==> src/rtl/core/hswp_pkg.sv <==
`timescale 1ns / 1ps

package hswp_pkg;

  localparam int MAX_TYPES  = 7;
  localparam int SEED_W     = 32;
  localparam int WEIGHT_W   = 10;
  localparam int IDX_W      = 3;
  // max total is 7 * 1023, fits 13 bits
  localparam int SUM_W      = 13;
  localparam int CFG_IDX_W  = 4;
  localparam int CFG_DATA_W = WEIGHT_W;
  localparam int DIV_STEPS  = SEED_W;
  localparam int CNT_W      = $clog2(DIV_STEPS);

  localparam logic [SEED_W-1:0] HASH_MUL   = 32'h045d_9f3b;
  localparam logic [SEED_W-1:0] HASH_ADD   = 32'd1013904223;
  localparam int                HASH_SHIFT = 16;

  localparam logic [CFG_IDX_W-1:0] CFG_TYPE_COUNT  = 4'd0;
  localparam logic [CFG_IDX_W-1:0] CFG_WEIGHT_BASE = 4'd1;

  localparam logic [IDX_W-1:0] TYPE_COUNT_RESET = 3'd7;

  typedef logic [WEIGHT_W-1:0] weight_t;

  // status from the serial remainder unit
  typedef struct packed {
    logic             done;
    logic [SUM_W-1:0] rem;
  } rem_stat_t;

  function automatic weight_t weight_reset(input int i);
    weight_t w;
    case (i)
      0:       w = 10'd1;
      1:       w = 10'd2;
      2:       w = 10'd4;
      3:       w = 10'd8;
      4:       w = 10'd15;
      5:       w = 10'd25;
      6:       w = 10'd45;
      default: w = 10'd1;
    endcase
    return w;
  endfunction

endpackage

==> src/rtl/core/hswp_rem.sv <==
`timescale 1ns / 1ps

module hswp_rem import hswp_pkg::*; (
  input  logic              clk_i,
  input  logic              rst_ni,
  input  logic              start_i,
  input  logic [SEED_W-1:0] dividend_i,
  input  logic [SUM_W-1:0]  divisor_i,
  output rem_stat_t         stat_o
);

  logic [SEED_W-1:0] shift_q, shift_d;
  logic [SUM_W-1:0]  rem_q, rem_d;
  logic [CNT_W-1:0]  cnt_q, cnt_d;
  logic              busy_q, busy_d;
  logic              done_q, done_d;
  logic [SUM_W:0]    trial;

  // one dividend bit per cycle, MSB first; rem stays below a nonzero divisor
  assign trial = {rem_q, shift_q[SEED_W-1]};

  always_comb begin
    shift_d = shift_q;
    rem_d   = rem_q;
    cnt_d   = cnt_q;
    busy_d  = busy_q;
    done_d  = 1'b0;
    if (start_i) begin
      shift_d = dividend_i;
      rem_d   = '0;
      cnt_d   = '0;
      busy_d  = 1'b1;
    end else if (busy_q) begin
      shift_d = {shift_q[SEED_W-2:0], 1'b0};
      if (trial >= {1'b0, divisor_i}) begin
        rem_d = SUM_W'(trial - {1'b0, divisor_i});
      end else begin
        rem_d = trial[SUM_W-1:0];
      end
      cnt_d = cnt_q + CNT_W'(1);
      if (cnt_q == CNT_W'(DIV_STEPS - 1)) begin
        busy_d = 1'b0;
        done_d = 1'b1;
      end
    end
  end

  always_ff @(posedge clk_i or negedge rst_ni) begin
    if (!rst_ni) begin
      cnt_q  <= '0;
      busy_q <= 1'b0;
      done_q <= 1'b0;
    end else begin
      cnt_q  <= cnt_d;
      busy_q <= busy_d;
      done_q <= done_d;
    end
  end

  always_ff @(posedge clk_i) begin
    shift_q <= shift_d;
    rem_q   <= rem_d;
  end

  assign stat_o.done = done_q;
  assign stat_o.rem  = rem_q;

endmodule

==> src/rtl/core/hashed_seed_weighted_pick.sv <==
`timescale 1ns / 1ps

// Weighted pick driven by a hashed seed. A seed request is mixed
// combinationally (xor-shift, one 32x32 multiply, add). A bit-serial
// remainder unit then reduces it modulo the sum of the active weights. That
// unit takes one seed bit per cycle and registers the remainder with a done
// flag. A last step finds the first entry whose running weight sum exceeds
// the remainder. One seed is in work at a time and a new seed is taken the
// cycle after the result is registered. The result sits in an output
// register, so a new seed is taken while an old result waits. Configuration
// writes are always ready; write them only while no pick is in flight.
module hashed_seed_weighted_pick import hswp_pkg::*; (
  input  logic                  clk_i,
  input  logic                  rst_ni,
  input  logic                  in_valid_i,
  output logic                  in_ready_o,
  input  logic [SEED_W-1:0]     seed_i,
  output logic                  out_valid_o,
  input  logic                  out_ready_i,
  output logic                  found_o,
  output logic [IDX_W-1:0]      entry_index_o,
  input  logic                  cfg_valid_i,
  output logic                  cfg_ready_o,
  input  logic [CFG_IDX_W-1:0]  cfg_index_i,
  input  logic [CFG_DATA_W-1:0] cfg_data_i
);

  typedef enum logic [1:0] {
    ST_IDLE,
    ST_HASH,
    ST_DIV,
    ST_DONE
  } state_e;

  state_e            state_q;
  logic [SEED_W-1:0] seed_q;
  logic [IDX_W-1:0]  type_count_q;
  weight_t           weights_q [MAX_TYPES];
  logic [SUM_W-1:0]  total_q;
  logic              out_valid_q;
  logic              found_q;
  logic [IDX_W-1:0]  index_q;

  logic [IDX_W-1:0]  n_act;
  logic [SUM_W-1:0]  cum [MAX_TYPES];
  logic [SEED_W-1:0] xs, mixed;
  logic              rem_start;
  rem_stat_t         rem_stat;
  logic              hit;
  logic [IDX_W-1:0]  hit_idx;
  logic              out_free;

  assign cfg_ready_o = 1'b1;
  assign in_ready_o  = (state_q == ST_IDLE);

  assign n_act = (type_count_q > IDX_W'(MAX_TYPES)) ? IDX_W'(MAX_TYPES) : type_count_q;

  // running sums, inactive entries masked to zero
  always_comb begin
    logic [SUM_W-1:0] acc;
    acc = '0;
    for (int i = 0; i < MAX_TYPES; i++) begin
      acc    = acc + ((IDX_W'(i) < n_act) ? SUM_W'(weights_q[i]) : '0);
      cum[i] = acc;
    end
  end

  assign xs        = seed_q ^ (seed_q >> HASH_SHIFT);
  assign mixed     = xs * HASH_MUL + HASH_ADD;
  assign rem_start = (state_q == ST_HASH);

  hswp_rem u_rem (
    .clk_i      (clk_i),
    .rst_ni     (rst_ni),
    .start_i    (rem_start),
    .dividend_i (mixed),
    .divisor_i  (total_q),
    .stat_o     (rem_stat)
  );

  // first entry whose running sum exceeds the remainder
  always_comb begin
    hit     = 1'b0;
    hit_idx = '0;
    for (int i = 0; i < MAX_TYPES; i++) begin
      if (!hit && (IDX_W'(i) < n_act) && (rem_stat.rem < cum[i])) begin
        hit     = 1'b1;
        hit_idx = IDX_W'(i);
      end
    end
  end

  assign out_free = !out_valid_q || out_ready_i;

  always_ff @(posedge clk_i or negedge rst_ni) begin
    if (!rst_ni) begin
      state_q      <= ST_IDLE;
      out_valid_q  <= 1'b0;
      type_count_q <= TYPE_COUNT_RESET;
      for (int i = 0; i < MAX_TYPES; i++) begin
        weights_q[i] <= weight_reset(i);
      end
    end else begin
      if (cfg_valid_i && cfg_ready_o) begin
        if (cfg_index_i == CFG_TYPE_COUNT) begin
          type_count_q <= cfg_data_i[IDX_W-1:0];
        end
        for (int i = 0; i < MAX_TYPES; i++) begin
          if (cfg_index_i == CFG_WEIGHT_BASE + CFG_IDX_W'(i)) begin
            weights_q[i] <= cfg_data_i;
          end
        end
      end

      if (state_q == ST_DONE && out_free) begin
        out_valid_q <= 1'b1;
      end else if (out_valid_q && out_ready_i) begin
        out_valid_q <= 1'b0;
      end

      case (state_q)
        ST_IDLE: begin
          if (in_valid_i) begin
            state_q <= ST_HASH;
          end
        end
        ST_HASH: begin
          state_q <= ST_DIV;
        end
        ST_DIV: begin
          if (rem_stat.done) begin
            state_q <= ST_DONE;
          end
        end
        ST_DONE: begin
          if (out_free) begin
            state_q <= ST_IDLE;
          end
        end
        default: begin
          state_q <= ST_IDLE;
        end
      endcase
    end
  end

  always_ff @(posedge clk_i) begin
    if (state_q == ST_IDLE && in_valid_i) begin
      seed_q <= seed_i;
    end
    if (state_q == ST_HASH) begin
      total_q <= cum[MAX_TYPES-1];
    end
    if (state_q == ST_DONE && out_free) begin
      // zero total leaves hit low, so nothing is found
      found_q <= hit;
      index_q <= hit ? hit_idx : '0;
    end
  end

  assign out_valid_o   = out_valid_q;
  assign found_o       = found_q;
  assign entry_index_o = index_q;

endmodule

==> config.mk <==
export PLATFORM = sky130hd
export DESIGN_NAME = hashed_seed_weighted_pick
export DESIGN_NICKNAME = d
export VERILOG_FILES = /design/src/rtl/core/hswp_pkg.sv /design/src/rtl/core/hswp_rem.sv /design/src/rtl/core/hashed_seed_weighted_pick.sv
export SDC_FILE = /design/constraint.sdc
export NUM_CORES = 1
export LEC_CHECK = 0
export BUFFER_PORTS_ARGS = -buffer_cell sky130_fd_sc_hd__buf_2
export CAP_MARGIN = 20
export CORE_MARGIN = 2
export CORE_UTILIZATION = 60
export CTS_CLUSTER_DIAMETER = 50
export DETAILED_ROUTE_END_ITERATION = 10
export PLACE_DENSITY = 0.85
export SLEW_MARGIN = 15
export SYNTH_ARGS = -nofsm -noshare
export SYNTH_HDL_FRONTEND = slang
export SYNTH_SLANG_ARGS = --single-unit
==> constraint.sdc <==
create_clock -name clk_i -period 10.5 [get_ports clk_i]
set_clock_uncertainty 0.05 [all_clocks]
set_input_delay 0 -clock clk_i [delete_from_list [all_inputs] [get_ports clk_i]]
set_output_delay 0 -clock clk_i [all_outputs]
set_load 0.02 [all_outputs]
==> flow_summary.toml, run 1 <==
[layout]
nFillCells = 2748
final_nets = 2959
seq_area_mm2 = 0.00479
diodes = 0
final_layout_size_suffix_gt1_share_pct = 10.3
multi_input_area_mm2 = 0.0157
syn2layout_area_growth_pct = 8.67

[synthesis]
synth-compound-area-share_pct = 9.14
yosys_warnings = 0
synth_cell_type_count = 69
synth_top_area_cell = "fa_1"
netlist_top_cells_area = "fa_1 23%, ha_1 18%, edfxtp_1 11%, inv_1 8.5%, dfrtp_1 7.2%"
synth_enable_flop_cells = 81
syn_nets = 2852
synthSimpleGateAreaFrac_pct = 7.45
synth_top_family_by_area = "adder cells"
synth_mux_area_share_pct = 5.53
synth_top_area_share_pct = 23.3
synth.cell_area_mm2 = 0.0225
avgSynthCellArea_um2 = 10.2
ys_seq_area_share_pct = 21.3
synth_most_common_cell = "inv_1"
ys_ff_latch = 177
synthXorXnorAreaFrac_pct = 5.72
synthCells = 2208
async_reset_ff_share_pct = 46.9
synth_ff_type = "edfxtp_1"
synth_fa_ha_area_share_pct = 41.8
synth_commonest_cells = "507 x inv_1, 331 x ha_1, 262 x fa_1, 98 x mux2_2, 94 x xnor2_1"

[setup_path]
startpoint_type = "flip-flop"
cpMostUsedCell = "ha_1"
critPathMaxFanout = 26
slowest_stage = "nor2_1"
required_ps = 10680
arrival_ps = 9300
end_kind = "flip-flop"
path_class = "flip-flop to flip-flop"
cpPeakStageDelay_ps = 710

[outcome]
status = "completed"

[place]
dpl_worst_slack_ps = 1420
portBuffers = 56
routabilityCongestion = 0.963
dpl.hpwl_um = 43600

[clock_network]
cts-root-buf = "clkbuf_16"
cts_buffers = 17
clkTransAtPathRegs_ps = 80
cts_buffer_depth = 2
htreeDepth = 4
tritoncts = "yes"
clock-sinks = 177
clock_latency_ps = 470

[floorplan]
start_util_pct = 61.1
die_h_um = 198
ios = 58
rows = 70
core_mm2 = 0.0368
dieArea_mm2 = 0.0390
die_x_um = 198

[sta]
drv_slew = 0
setup_viol = 0
fin_crit_sh_pct = 86.9
hold_viol = 0
rsz0062_at_grt = "false"
fin_tns_setup_ps = 0
tightestPinTransition_ps = 1150
layout_setup_ws_ps = 1380
max_slew_margin_pct = 23.1
fin_crit_ps = 9120
max_freq_ghz = 0.110

[routing]
final_antenna_net_count = 0
via_per_inst = 5.72
dr.pass1.iters = 8
vias = 16000
drt-total-wl_um = 54300
drt_iter0_drc = 1037
post_drt_wl_per_cell_um = 19.4
drc = 0

[global_routing]
grt.total_usage_pct = 29.8
grt_max_degree = 84
grt_pass1_wl_um = 89000
grt.overflow.total = 0
antenna_found_initial = 1
grt_pass1_vias = 17400

[worst_hold_path]
hold_path_class = "primary input to flip-flop"

[run]
maxCapViolCount = 0
==> logic make-up (layout without fill, tap and decap cells) <==
kind of cell             after synthesis  after routing
adder cells (fa/ha/maj)              594            594
buffers and inverters                538            658
AND/OR/NAND/NOR                      327            327
AO/OA/AOI/OAI                        316            316
flip-flops                           177            177
XOR/XNOR                             143            143
multiplexers                         112            112
other                                  1              1
==> routing by layer <==
layer,vias up,share of wire [%],global-route usage (%)
met2,549,46,48.6
met3,150,6.0,4.73
met5,-,0,0
met4,0,4.5,14.1
met1,7868,43,39.2
li1,7431,-,-
==> final timing paths <==
check,from,end,slack [ps],cells after the start
max,type_count_q[2],entry_index_o[1],1380,38
min,cfg_index_i[3],type_count_q[1],50,4
max reg2reg,type_count_q[2],entry_index_o[1],1380,38
min reg2reg,weights_q[52],weights_q[52],460,1
max in group asynchronous,rst_ni,u_rem.cnt_q[3],9770,2
min in group asynchronous,rst_ni,weights_q[46],60,2
==> cells in the final DEF (no fill, tap or decap), types with 52 or more instances in the layout <==
| master | Yosys | final |
|---|---|---|
| a21oi_1 | 86 | 85 |
| buf_2 | 0 | 56 |
| dfrtp_1 | 65 | 65 |
| edfxtp_1 | 81 | 81 |
| fa_1 | 262 | 262 |
| ha_1 | 331 | 330 |
| inv_1 | 507 | 507 |
| mux2_2 | 98 | 98 |
| nand2_1 | 52 | 52 |
| nor2_1 | 89 | 89 |
| o21ai_0 | 54 | 54 |
| xnor2_1 | 94 | 94 |
==> through the flow <==
step | hold WS [ps] | cells | instance area, um2 | utilization (%)
after floorplan | -346 | 2208 | 22500 | -
after global placement | 126 | 2717 | 23300 | 63.5
after detailed placement | 128 | 2717 | 23300 | 63.5
after CTS | 30.0 | 2795 | 24400 | 66.4
after global routing | 76.5 | 2796 | 24400 | 66.4
final | 45.1 | 2796 | 24400 | 66.4
==> area by class of cell <==
type                            instances  area share (%)
Multi-Input combinational cell       1493            64.2
Sequential cell                       177            19.6
Inverter                              509            7.82
Timing Repair Buffer                  117            3.51
Tap cell                              468            2.40
Clock buffer                           18            1.84
Clock inverter                         14           0.635
==> repair_timing <==
| item | in CTS | in global routing |
|---|---|---|
| hold buffers | 46 | 0 |
| hold endpoints to repair | 173 | 0 |
| gates resized for setup | 0 | 0 |
| buffers inserted | 0 | 0 |
==> worst max-delay path, delay by kind of cell (launching register included) <==
| family | cells | cell delay [ps] |
|---|---|---|
| muxes | 1 | 260 |
| adders and majority gates | 7 | 2250 |
| and+or+nand+nor | 10 | 1770 |
| xor gates and xnor gates | 6 | 1140 |
| DFF | 1 | 480 |
| AOI/OAI and AO/OA | 14 | 2910 |
==> flip-flops by register name, indices dropped and copies added (netlist names), 2 cells and up <==
| name | count |
|---|---|
| seed_q | 32 |
| type_count_q | 3 |
| total_q | 13 |
| weights_q | 70 |
| u_rem.rem_q | 13 |
| entry_index_o | 3 |
| state_q | 2 |
| u_rem.cnt_q | 5 |
| u_rem.shift_q | 32 |
Power of run 1 is not shown: default switching activity piles up to over one toggle a cycle in this logic, so the estimate is an artifact.
==> run 2, diff against run 1 <==
--- a/config.mk
+++ b/config.mk
@@ -7,11 +7,14 @@
 export LEC_CHECK = 0
 export BUFFER_PORTS_ARGS = -buffer_cell sky130_fd_sc_hd__buf_2
 export CAP_MARGIN = 20
+export CELL_PAD_IN_SITES_DETAIL_PLACEMENT = 1
+export CELL_PAD_IN_SITES_GLOBAL_PLACEMENT = 1
+export CORE_ASPECT_RATIO = 0.5
 export CORE_MARGIN = 2
-export CORE_UTILIZATION = 60
+export CORE_UTILIZATION = 52
 export CTS_CLUSTER_DIAMETER = 50
 export DETAILED_ROUTE_END_ITERATION = 10
-export PLACE_DENSITY = 0.85
+export PLACE_DENSITY_LB_ADDON = 0.15
 export SLEW_MARGIN = 15
 export SYNTH_ARGS = -nofsm -noshare
 export SYNTH_HDL_FRONTEND = slang
==> run 2 against run 1 <==
Critical path depth is the same; sequential share of layout area down 0.14 points; maximum frequency about the same; wire length increased by 12%; critical endpoint unchanged.
==> flow_summary.toml, run 2 (same netlist as run 1, synthesis figures left out) <==
[sta]
hold_viol = 0
max_slew_margin_pct = 28.9
setup_viol = 0
max_freq_ghz = 0.110
fin_crit_sh_pct = 86.9
hold-worst-slack_ps = 26.7
fin_crit_ps = 9130
rsz0062_at_grt = "false"
drv_slew = 0
tightestPinTransition_ps = 1070
fin_tns_setup_ps = 0

[layout]
syn2layout_area_growth_pct = 9.46
fin_area_mm2 = 0.0246
final_nets = 2962
final_layout_size_suffix_gt1_share_pct = 10.3
diodes = 0
largestRegisters = "weights_q x70, seed_q x32, u_rem.shift_q x32"
regMostFlops = "weights_q"
largest_register_ffs = 70
layout_commonest_cell = "inv_1"
final_util_pct = 58.1
layout_common_cells = "507 x inv_1, 330 x ha_1, 262 x fa_1"

[outcome]
status = "completed"

[setup_path]
rr_worst_depth = 38
reg2reg_to = "entry_index_o[1]"
cpMostUsedCell = "ha_1"
cpPeakStageDelay_ps = 720
startpoint_type = "flip-flop"
regToRegStartpoint = "type_count_q[2]"
end_kind = "flip-flop"
rrSetupSlack_ps = 1370
slowest_stage = "nor2_1"
path_class = "flip-flop to flip-flop"
critPathMaxFanout = 26
required_ps = 10690
arrival_ps = 9310

[worst_hold_path]
hold_path_class = "primary input to flip-flop"
worstHoldStart = "cfg_index_i[1]"
hold_end = "type_count_q[1]"
whs_path_depth = 4

[floorplan]
ios = 58
core_mm2 = 0.0423
start_util_pct = 53.1
die_h_um = 151
die_x_um = 298
rows = 53
dieArea_mm2 = 0.0450

[clock_network]
clock-sinks = 177
cts-root-buf = "clkbuf_16"
cts_setup_buffers = 0
tritoncts = "yes"
cts_hold_buf = 47
clock_latency_ps = 490
cts_buffer_depth = 2
post_cts_resized = 0
htreeDepth = 4
clkTransAtPathRegs_ps = 90
cts_buffers = 17

[global_routing]
grt_max_degree = 84
grt.total_usage_pct = 28.8
grt.overflow.total = 0
antenna_found_initial = 0
grt_pass1_vias = 18200
grt_pass1_wl_um = 98500

[routing]
post_drt_wl_per_cell_um = 20.8
final_antenna_net_count = 0
dr.pass1.iters = 5
drt_iter0_drc = 625
via_per_inst = 5.50
drc = 0
vias = 16000
drt-total-wl_um = 60600

[place]
dpl.hpwl_um = 48800
place_area_mm2 = 0.0235
portBuffers = 56
routabilityCongestion = 0.909

[run]
maxCapViolCount = 0
run 2: changes by cell type in the layout (fill, tap and decap cells not counted), moves of 2 or more:
cell | before | now
inv_6 | 3 | 1
clkinvlp_4 | 2 | 0
inv_8 | 5 | 2
buf_4 | 14 | 17
inv_12 | 1 | 5
clkinv_4 | 1 | 4
run 2: metrics by stage:
stage	instances	setup WS, ps
2_1_floorplan	2208	2510
3_3_place_gp	2829	1720
3_5_place_dp	2829	1360
4_1_cts	2908	1340
5_1_grt	2908	366
6_report	2908	1370
run 2: how the worst max path moves through the flow:
stage                        to  slack (ps)  depth (start not counted)             from
5_1_grt        entry_index_o[1]         370                         38  type_count_q[2]
3_5_place_dp   entry_index_o[1]        1360                         38  type_count_q[2]
6_report       entry_index_o[1]        1370                         38  type_count_q[2]
4_1_cts        entry_index_o[1]        1340                         38  type_count_q[2]
2_1_floorplan  entry_index_o[1]        2510                         37  type_count_q[2]
3_3_place_gp   entry_index_o[1]        1720                         38  type_count_q[2]
run 2: cell type report:
class,instances,area (um2)
Inverter,509,1910
Clock inverter,15,196
Clock buffer,17,425
Fill cell,4698,17700
Sequential cell,177,4790
Multi-Input combinational cell,1493,15700
Timing Repair Buffer,120,885
Tap cell,577,722
run 2: worst max-delay path, delay by kind of cell, from the launching register on:
| kind | cells | cell delay (ps) |
|---|---|---|
| flip-flops | 1 | 480 |
| adder cells (fa/ha/maj) | 7 | 2280 |
| multiplexers | 1 | 240 |
| AO/OA/AOI/OAI | 13 | 2930 |
| XOR/XNOR | 6 | 940 |
| AND/OR/NAND/NOR | 11 | 1960 |
run 2: metal layers:
metal  track usage, %  part of all wire [%]  routed length, um
met4             11.7                   3.7               2220
met2             54.8                    53              31900
met3             4.32                   3.3               2030
met1             32.5                    40              24400
met5                0                     0                  0
Power of run 2 is left out for the same reason.
